File: config.mk
export PLATFORM = sky130hd
export DESIGN_NAME = tqla_csr
export DESIGN_NICKNAME = d
export VERILOG_FILES = /design/src/design/tqla_pkg.sv /design/src/design/tqla_csr.sv
export SDC_FILE = /design/constraint.sdc
export NUM_CORES = 1
export LEC_CHECK = 0
export BUFFER_PORTS_ARGS = -buffer_cell sky130_fd_sc_hd__buf_2
export CELL_PAD_IN_SITES_DETAIL_PLACEMENT = 0
export CELL_PAD_IN_SITES_GLOBAL_PLACEMENT = 1
export CORE_MARGIN = 1.5
export CORE_UTILIZATION = 39
export CTS_CLUSTER_SIZE = 10
export DETAILED_ROUTE_END_ITERATION = 12
export PLACE_DENSITY_LB_ADDON = 0.3
export SLEW_MARGIN = 20
export SYNTH_ARGS = -nofsm -noshare
export SYNTH_HDL_FRONTEND = slang
export SYNTH_SLANG_ARGS = --single-unit
File: constraint.sdc
create_clock -name clock -period 1.9 [get_ports clock]
set_input_delay 0.38 -clock clock [delete_from_list [all_inputs] [get_ports clock]]
set_output_delay 0.38 -clock clock [all_outputs]
set_load 0.05 [all_outputs]
File: src/design/tqla_pkg.sv
// tqla_pkg: shared types and constants for the q-learning agent
// no dependencies; used by tqla_csr, tabular_q_learning_agent_unit and both testbench files
`default_nettype none
package tqla_pkg;

   localparam int CSR_AW = 5;
   localparam int STATE_IN_W = 6;

   typedef enum logic [1:0] {
      MODE_NEW_RUN  = 2'd0,
      MODE_BEGIN    = 2'd1,
      MODE_FEEDBACK = 2'd2,
      MODE_NONE     = 2'd3
   } mode_type;

   typedef enum logic [2:0] {
      REG_STEP_SIZE  = 3'd0,
      REG_DISCOUNT   = 3'd1,
      REG_EPS_START  = 3'd2,
      REG_EPS_FLOOR  = 3'd3,
      REG_EPS_DECAY  = 3'd4,
      REG_MAX_STEPS  = 3'd5,
      REG_RNG_SEED   = 3'd6,
      REG_UNUSED     = 3'd7
   } reg_index_type;

   localparam logic [15:0] STEP_SIZE_RST  = 16'd6554;
   localparam logic [15:0] DISCOUNT_RST   = 16'd64881;
   localparam logic [30:0] EPS_START_RST  = 31'd2147483647;
   localparam logic [30:0] EPS_FLOOR_RST  = 31'd21474836;
   localparam logic [15:0] EPS_DECAY_RST  = 16'd65470;
   localparam logic [15:0] MAX_STEPS_RST  = 16'd100;
   localparam logic [30:0] RNG_SEED_RST   = 31'd1;
   localparam logic [30:0] RNG_RST        = 31'd1;

   localparam logic [30:0] LCG_MUL = 31'd1103515245;
   localparam logic [30:0] LCG_ADD = 31'd12345;

   typedef struct packed {
      logic [15:0] step_size;
      logic [15:0] discount;
      logic [30:0] eps_start;
      logic [30:0] eps_floor;
      logic [15:0] eps_decay;
      logic [15:0] max_steps;
      logic [30:0] rng_seed;
   } cfg_type;

   function automatic logic [30:0] lcg_next(input logic [30:0] x);
      lcg_next = x * LCG_MUL + LCG_ADD;
   endfunction

endpackage
`default_nettype wire

File: src/design/tqla_csr.sv
// tqla_csr: apb-style register file for the agent's learning parameters
// depends on tqla_pkg
`default_nettype none
module tqla_csr (
   input  wire logic                          clock,
   input  wire logic                          reset,
   input  wire logic                          psel,
   input  wire logic                          penable,
   input  wire logic                          pwrite,
   input  wire logic [tqla_pkg::CSR_AW-1:0]   paddr,
   input  wire logic [31:0]                   pwdata,
   output logic [31:0]                        prdata,
   output logic                               pready,
   output tqla_pkg::cfg_type                  cfg
);
   import tqla_pkg::*;

   cfg_type       cfg_ff;
   reg_index_type idx;
   logic          wr_en;

   assign idx    = reg_index_type'(paddr[4:2]);
   assign wr_en  = psel && penable && pwrite;
   assign pready = 1'b1;
   assign cfg    = cfg_ff;

   always_ff @(posedge clock) begin
      if (reset) begin
         cfg_ff.step_size  <= STEP_SIZE_RST;
         cfg_ff.discount   <= DISCOUNT_RST;
         cfg_ff.eps_start  <= EPS_START_RST;
         cfg_ff.eps_floor  <= EPS_FLOOR_RST;
         cfg_ff.eps_decay  <= EPS_DECAY_RST;
         cfg_ff.max_steps  <= MAX_STEPS_RST;
         cfg_ff.rng_seed   <= RNG_SEED_RST;
      end else if (wr_en) begin
         case (idx)
            REG_STEP_SIZE:  cfg_ff.step_size  <= pwdata[15:0];
            REG_DISCOUNT:   cfg_ff.discount   <= pwdata[15:0];
            REG_EPS_START:  cfg_ff.eps_start  <= pwdata[30:0];
            REG_EPS_FLOOR:  cfg_ff.eps_floor  <= pwdata[30:0];
            REG_EPS_DECAY:  cfg_ff.eps_decay  <= pwdata[15:0];
            REG_MAX_STEPS:  cfg_ff.max_steps  <= pwdata[15:0];
            REG_RNG_SEED:   cfg_ff.rng_seed   <= pwdata[30:0];
            default: ;
         endcase
      end
   end

   always_comb begin
      case (idx)
         REG_STEP_SIZE:  prdata = {16'd0, cfg_ff.step_size};
         REG_DISCOUNT:   prdata = {16'd0, cfg_ff.discount};
         REG_EPS_START:  prdata = {1'b0, cfg_ff.eps_start};
         REG_EPS_FLOOR:  prdata = {1'b0, cfg_ff.eps_floor};
         REG_EPS_DECAY:  prdata = {16'd0, cfg_ff.eps_decay};
         REG_MAX_STEPS:  prdata = {16'd0, cfg_ff.max_steps};
         REG_RNG_SEED:   prdata = {1'b0, cfg_ff.rng_seed};
         default:        prdata = 32'd0;
      endcase
   end

endmodule
`default_nettype wire

==> results of run 1 <==
==> critical path, cell delays in order <==
cell and delay, ns:
buf_12 0.12, nand2b_4 0.15, buf_12 0.15, o221a_4 0.29
a221oi_4 0.22, buf_6 0.20
==> power by group <==
part	total (mW)	internal [mW]	switching, mW	leakage, nW
registers	3.34	3.32	0.0211	1.27
clock network	3.52	2.14	1.38	0.287
logic	1.16	0.473	0.691	3.38
==> logic make-up (layout without fill, tap and decap cells) <==
kind of cell           count (synthesis)  count (layout)  synth area share
buffers and inverters                 78             362            0.0581
DFF                                  157             157             0.415
and+or+nand+nor                      259             259             0.181
AOI/OAI and AO/OA                     69              69            0.0771
other                                  2               2          0.000991
muxes                                202             202             0.268
==> worst paths after layout <==
check                  start        end  depth (start not counted)
setup reg to reg     cfg[66]    cfg[66]                          3
setup / recovery    paddr[3]  prdata[2]                          6
hold reg to reg     cfg[128]   cfg[128]                          2
hold / removal    pwdata[22]    cfg[22]                          3
==> Yosys cell counts (all sizes together), types with 2 or more instances <==
master / n / area share
o221a: 11 / 0.016
o211ai: 5 / 0.0050
mux2: 5 / 0.0074
clkbuf: 32 / 0.016
dfxtp: 157 / 0.41
mux2i: 197 / 0.26
o31ai: 9 / 0.0089
o2bb2ai: 15 / 0.017
nand2: 4 / 0.0030
a32oi: 5 / 0.0058
o21ai: 4 / 0.0026
a2bb2oi: 5 / 0.0058
or3: 9 / 0.0074
inv: 11 / 0.0055
and2: 17 / 0.014
nor2b: 4 / 0.0033
a21oi: 4 / 0.0026
conb: 2 / 0.00099
buf: 35 / 0.037
a221oi: 11 / 0.013
nand3: 10 / 0.0083
nor2: 113 / 0.056
nand2b: 97 / 0.080
==> layer usage <==
layer,global-route usage,part of all wire,vias up
li1,-,-,3210
met1,0.292,0.46,3121
met2,0.369,0.47,192
met3,0.0481,0.051,17
met4,0.0570,0.011,0
met5,0,0,-
==> layout make-up <==
| class | instances | area [sq um] |
|---|---|---|
| clock buffer | 22 | 464 |
| clock inverter | 9 | 136 |
| fill | 1732 | 8060 |
| inverter | 11 | 41.3 |
| multi-input combinational | 532 | 4350 |
| sequential | 157 | 3200 |
| tap | 260 | 325 |
| timing repair buffer | 320 | 2320 |
==> repair_timing <==
| action | CTS | global route |
|---|---|---|
| pin swaps | 1 | 17 |
| endpoints found under the setup margin | 16 | 31 |
| gates cloned | 1 | 2 |
| resized for setup | 57 | 63 |
| buffers inserted | 1 | 30 |
==> cells in the final DEF (no fill, tap or decap), types with 4 or more instances in the layout <==
cell,instances
mux2i_1,194
buf_2,191
dfxtp_1,112
nor2_1,111
nand2b_1,96
buf_4,77
dfxtp_2,45
buf_12,22
clkbuf_16,19
o2bb2ai_1,15
buf_6,14
clkbuf_4,12
a221oi_4,11
and2_1,11
o221a_4,9
nand3_1,9
or3_1,9
o31ai_1,9
inv_1,6
and2_2,5
inv_2,5
a2bb2oi_1,5
o211ai_1,5
o21ai_0,4
a21oi_1,4
==> flow_summary.json, run 1 <==
{
  "outcome": "finished clean",
  "route.detailed.drc": 0,
  "grt_pass1_vias": 6239,
  "max_freq_mhz": 527,
  "htreeDepth": 4,
  "synth_edf_count": 0,
  "rsz0062_at_grt": "true",
  "maxCapViolCount": 0,
  "yosysWarnings": 0,
  "first_pass_iters": 5,
  "async_reset_ff_frac": 0,
  "grt_pass1_wl_mm": 34.4,
  "hold_class": "in2reg",
  "rows": 50,
  "wirelength_mm": 22.8,
  "ys_types": 36,
  "num_io_pins": 232,
  "critical_path_class": "in2out",
  "setup_viol": 0,
  "whs_ns": 0.228,
  "preCtsSetupSlack_ns": -0.139,
  "drt_first_iter_violations": 222,
  "coreArea_sq_um": 18900,
  "p_leak_nw": 4.93,
  "syn2layout_area_growth_pct": 43.1,
  "die_x_microns": 142,
  "nNetsFinal": 1081,
  "ys_ff_latch": 157,
  "dieArea_sq_um": 20300,
  "synth_area_sq_um": 7570,
  "fin_crit_ns": 1.90,
  "ctsHoldBuffers": 0,
  "fin_area_sq_um": 10800,
  "drive_gt1_frac": 0.427,
  "arrival_ns": 1.52,
  "reg2reg_slack_ns": 1.19,
  "final_util": 0.574,
  "power.total_mw": 8.02,
  "insertedDiodeCount": 0,
  "ant_nets": 0,
  "insertion_delay_ns": 0.42,
  "hold_viol_final": 0,
  "wire_per_inst_microns": 17.4,
  "antenna_found_initial": 0,
  "fin_ws_ns": 0.00109,
  "io_buffers": 226,
  "clock_sinks": 157,
  "place_area_sq_um": 9600,
  "die_height_microns": 142,
  "grt-ovfl-total": 0,
  "critPathRequiredTime_ns": 1.52,
  "cts_tree": "built",
  "power_density_nw_per_um2": 740,
  "placedCellCount": 1247,
  "cts_buffers": 17,
  "grt_max_degree": 43,
  "cts_root_buffer": "clkbuf_16",
  "routed_via_density": 4.99,
  "syn_avg_cell_area_sq_um": 9.88,
  "slew_viol_final": 0,
  "largest_register_ffs": 157,
  "fin_skew_ns": 0,
  "dp_hpwl_mm": 16.0,
  "synth_flop_cell": "dfxtp_1",
  "endpoint_kind": "output pin",
  "syn_nets": 809,
  "ctsLongestPathBuffers": 2,
  "min_period_over_period": 0.999,
  "layout.cells.non_filler": 1311,
  "tns_ns": 0,
  "vias": 6540,
  "grt.total_usage": 0.222,
  "place.gp.congestion": 0.764,
  "ir_worst_vdd_uv": 593,
  "start_util": 0.401,
  "path_max_fanout": 11,
  "syn_inst": 767,
  "synth.yosys.seq_area_share": 0.415,
  "cp-start-kind": "input pin",
  "clk_pin_slew_ns": 0.06
}
Power figures use the tool's default switching activity.
==> run 2, diff against run 1 <==
--- a/config.mk
+++ b/config.mk
@@ -5,7 +5,7 @@
 export SDC_FILE = /design/constraint.sdc
 export NUM_CORES = 1
 export LEC_CHECK = 0
-export BUFFER_PORTS_ARGS = -buffer_cell sky130_fd_sc_hd__buf_2
+export BUFFER_PORTS_ARGS = -buffer_cell sky130_fd_sc_hd__clkbuf_2
 export CELL_PAD_IN_SITES_DETAIL_PLACEMENT = 0
 export CELL_PAD_IN_SITES_GLOBAL_PLACEMENT = 1
 export CORE_MARGIN = 1.5
==> constraint.sdc (replaced) <==
create_clock -name clock -period 1.9 [get_ports clock]
set_input_delay 0.095 -clock clock [delete_from_list [all_inputs] [get_ports clock]]
set_output_delay 0.095 -clock clock [all_outputs]
set_load 0.05 [all_outputs]
==> flow_summary.json, run 2 (synthesis results as in run 1) <==
{
  "outcome": "finished clean",
  "ff_latch_area_sq_um": 3140,
  "reg2reg_from": "cfg[40]",
  "wire_per_inst_microns": 17.9,
  "fillers": 1812,
  "grt_pass1_wl_mm": 35.1,
  "mostFrequentLayoutCells": "clkbuf_2 (218), mux2i_1 (197), dfxtp_1 (157), nor2_1 (111), nand2b_1 (97)",
  "drive_gt1_frac": 0.321,
  "slew_viol_final": 0,
  "path_buf_inv": 1,
  "cp_top_family": "compound AO/OA/AOI/OAI gates",
  "start_util": 0.401,
  "r2r_cells": 2,
  "num_io_pins": 232,
  "crit_end": "prdata[9]",
  "grt_max_degree": 70,
  "route.detailed.drc": 0,
  "fin_skew_ns": 0,
  "tns_ns": 0,
  "internal_power_mw": 5.55,
  "clk_pin_slew_ns": 0.06,
  "critical_path_class": "reg2out",
  "critical_path.startpoint": "cfg[134]",
  "path_cells": "mux2i_1, o221a_2, a221oi_2, clkbuf_2",
  "die_height_microns": 142,
  "seqPwrFrac": 0.441,
  "worst_pin_slew_ns": 1.05,
  "clock_sinks": 157,
  "drt_first_iter_violations": 310,
  "power_frac_comb": 0.135,
  "ant_nets": 0,
  "fin_crit_ns": 1.77,
  "cts_root_buffer": "clkbuf_16",
  "slowest_stage": "dfxtp_1",
  "cts_tree": "built",
  "maxCapViolCount": 0,
  "max_freq_mhz": 566,
  "setup_viol": 0,
  "reg2reg_to": "cfg[40]",
  "routed_via_density": 5.01,
  "min_period_over_period": 0.931,
  "arrival_ns": 1.67,
  "rsz0062_at_grt": "false",
  "hold_viol_final": 0,
  "vias": 6398,
  "slowest_delay_ns": 0.40,
  "die_x_microns": 142,
  "coreArea_sq_um": 18900,
  "ir_worst_vdd_uv": 612,
  "p_leak_nw": 4.59,
  "critPathRequiredTime_ns": 1.80,
  "wirelength_mm": 22.8,
  "path_max_fanout": 3,
  "rows": 50,
  "multiInputGateArea_sq_um": 4070,
  "swShare": 0.268,
  "syn2layout_area_growth_pct": 31.6,
  "cts_resized": 0,
  "largest_register_ffs": 157,
  "grt.total_usage": 0.226,
  "grt-ovfl-total": 0,
  "grt_pass1_vias": 6297,
  "ctsLongestPathBuffers": 2,
  "reg2reg_slack_ns": 1.16,
  "power.total_mw": 7.57,
  "place.gp.congestion": 0.756,
  "insertedDiodeCount": 0,
  "power_density_nw_per_um2": 760,
  "cp-start-kind": "flop",
  "io_buffers": 226,
  "max-slew-margin-rel": 0.301,
  "antenna_found_initial": 0,
  "endpoint_kind": "output pin",
  "nNetsFinal": 1047,
  "critical_path_depth": 4,
  "cts_buffers": 17,
  "dp_hpwl_mm": 15.7,
  "dieArea_sq_um": 20300,
  "insertion_delay_ns": 0.41,
  "power.share.clock": 0.424,
  "p_switching_mw": 2.03,
  "first_pass_iters": 5,
  "hold_class": "in2reg",
  "htreeDepth": 4,
  "final_common_cell": "clkbuf_2"
}
==> run 2: cell types whose count changed in the layout (fill, tap and decap cells not counted), moves of 12 or more <==
cell | previous run | this run
clkbuf_2 | 0 | 218
buf_2 | 191 | 0
buf_4 | 77 | 27
dfxtp_1 | 112 | 157
dfxtp_2 | 45 | 0
dlygate4sd3_1 | 0 | 27
buf_6 | 14 | 1
clkbuf_4 | 12 | 0
==> run 2: per-layer routing <==
| metal | share of wire | up-vias | wire length (microns) | track usage |
|---|---|---|---|---|
| li1 | - | 3131 | - | - |
| met1 | 0.48 | 3046 | 10900 | 0.303 |
| met2 | 0.45 | 199 | 10400 | 0.362 |
| met3 | 0.054 | 22 | 1230 | 0.0491 |
| met4 | 0.017 | 0 | 378 | 0.0727 |
| met5 | 0 | - | 0 | 0 |
==> run 2: how the worst min path moves through the flow <==
stage                           from        to  slack, ns  depth (start not counted)
after floorplan            pwdata[1]   cfg[32]       0.24                          2
after global placement    pwdata[18]   cfg[18]       0.36                          3
after detailed placement  pwdata[22]   cfg[22]       0.36                          3
after CTS                 pwdata[14]   cfg[61]     0.0002                          3
after global routing       pwdata[8]  cfg[102]       0.03                          3
final                     pwdata[14]   cfg[61]       0.01                          3
==> run 2: power groups by stage <==
| stage | Sequential [mW] | Clock [mW] | Combinational, mW |
|---|---|---|---|
| final | 3.34 | 3.21 | 1.02 |
| after floorplan | 3.49 | 0 | 0.600 |
| after global placement | 3.41 | 0 | 0.977 |
| after global routing | 3.34 | 3.43 | 1.09 |
| after CTS | 3.34 | 3.29 | 1.03 |
| after detailed placement | 3.41 | 0 | 0.981 |
==> run 2: layout make-up <==
type,instances,area share
timing repair buffer,286,0.184
sequential,157,0.315
clock inverter,10,0.00916
clock buffer,21,0.0462
multi-input combinational,532,0.408
inverter,11,0.00414
tap,260,0.0326
==> run 2: tightest hold or removal path, stage by stage <==
cell and delay, ns:
clkbuf_2 0.10, nor2_1 0.07, mux2i_1 0.12
==> run 2: repair_timing <==
action | 4_1_cts | 5_1_grt
hold buffers | 27 | 0
endpoints found under the hold margin | 74 | 0
buffers inserted | 0 | 0
==> run 2: per-stage QoR <==
stage | instance area (sq um) | hold slack [ns] | setup WS (ns) | instances | util
after global placement | 9150 | 0.356 | 0.174 | 1219 | 0.484
after global routing | 9970 | 0.0304 | 0.0704 | 1277 | 0.528
final | 9970 | 0.0102 | 0.132 | 1277 | 0.528
after CTS | 9970 | 0.000150 | 0.132 | 1277 | 0.528
after floorplan | 7640 | 0.243 | 0.0557 | 767 | -
after detailed placement | 9150 | 0.365 | 0.170 | 1219 | 0.484
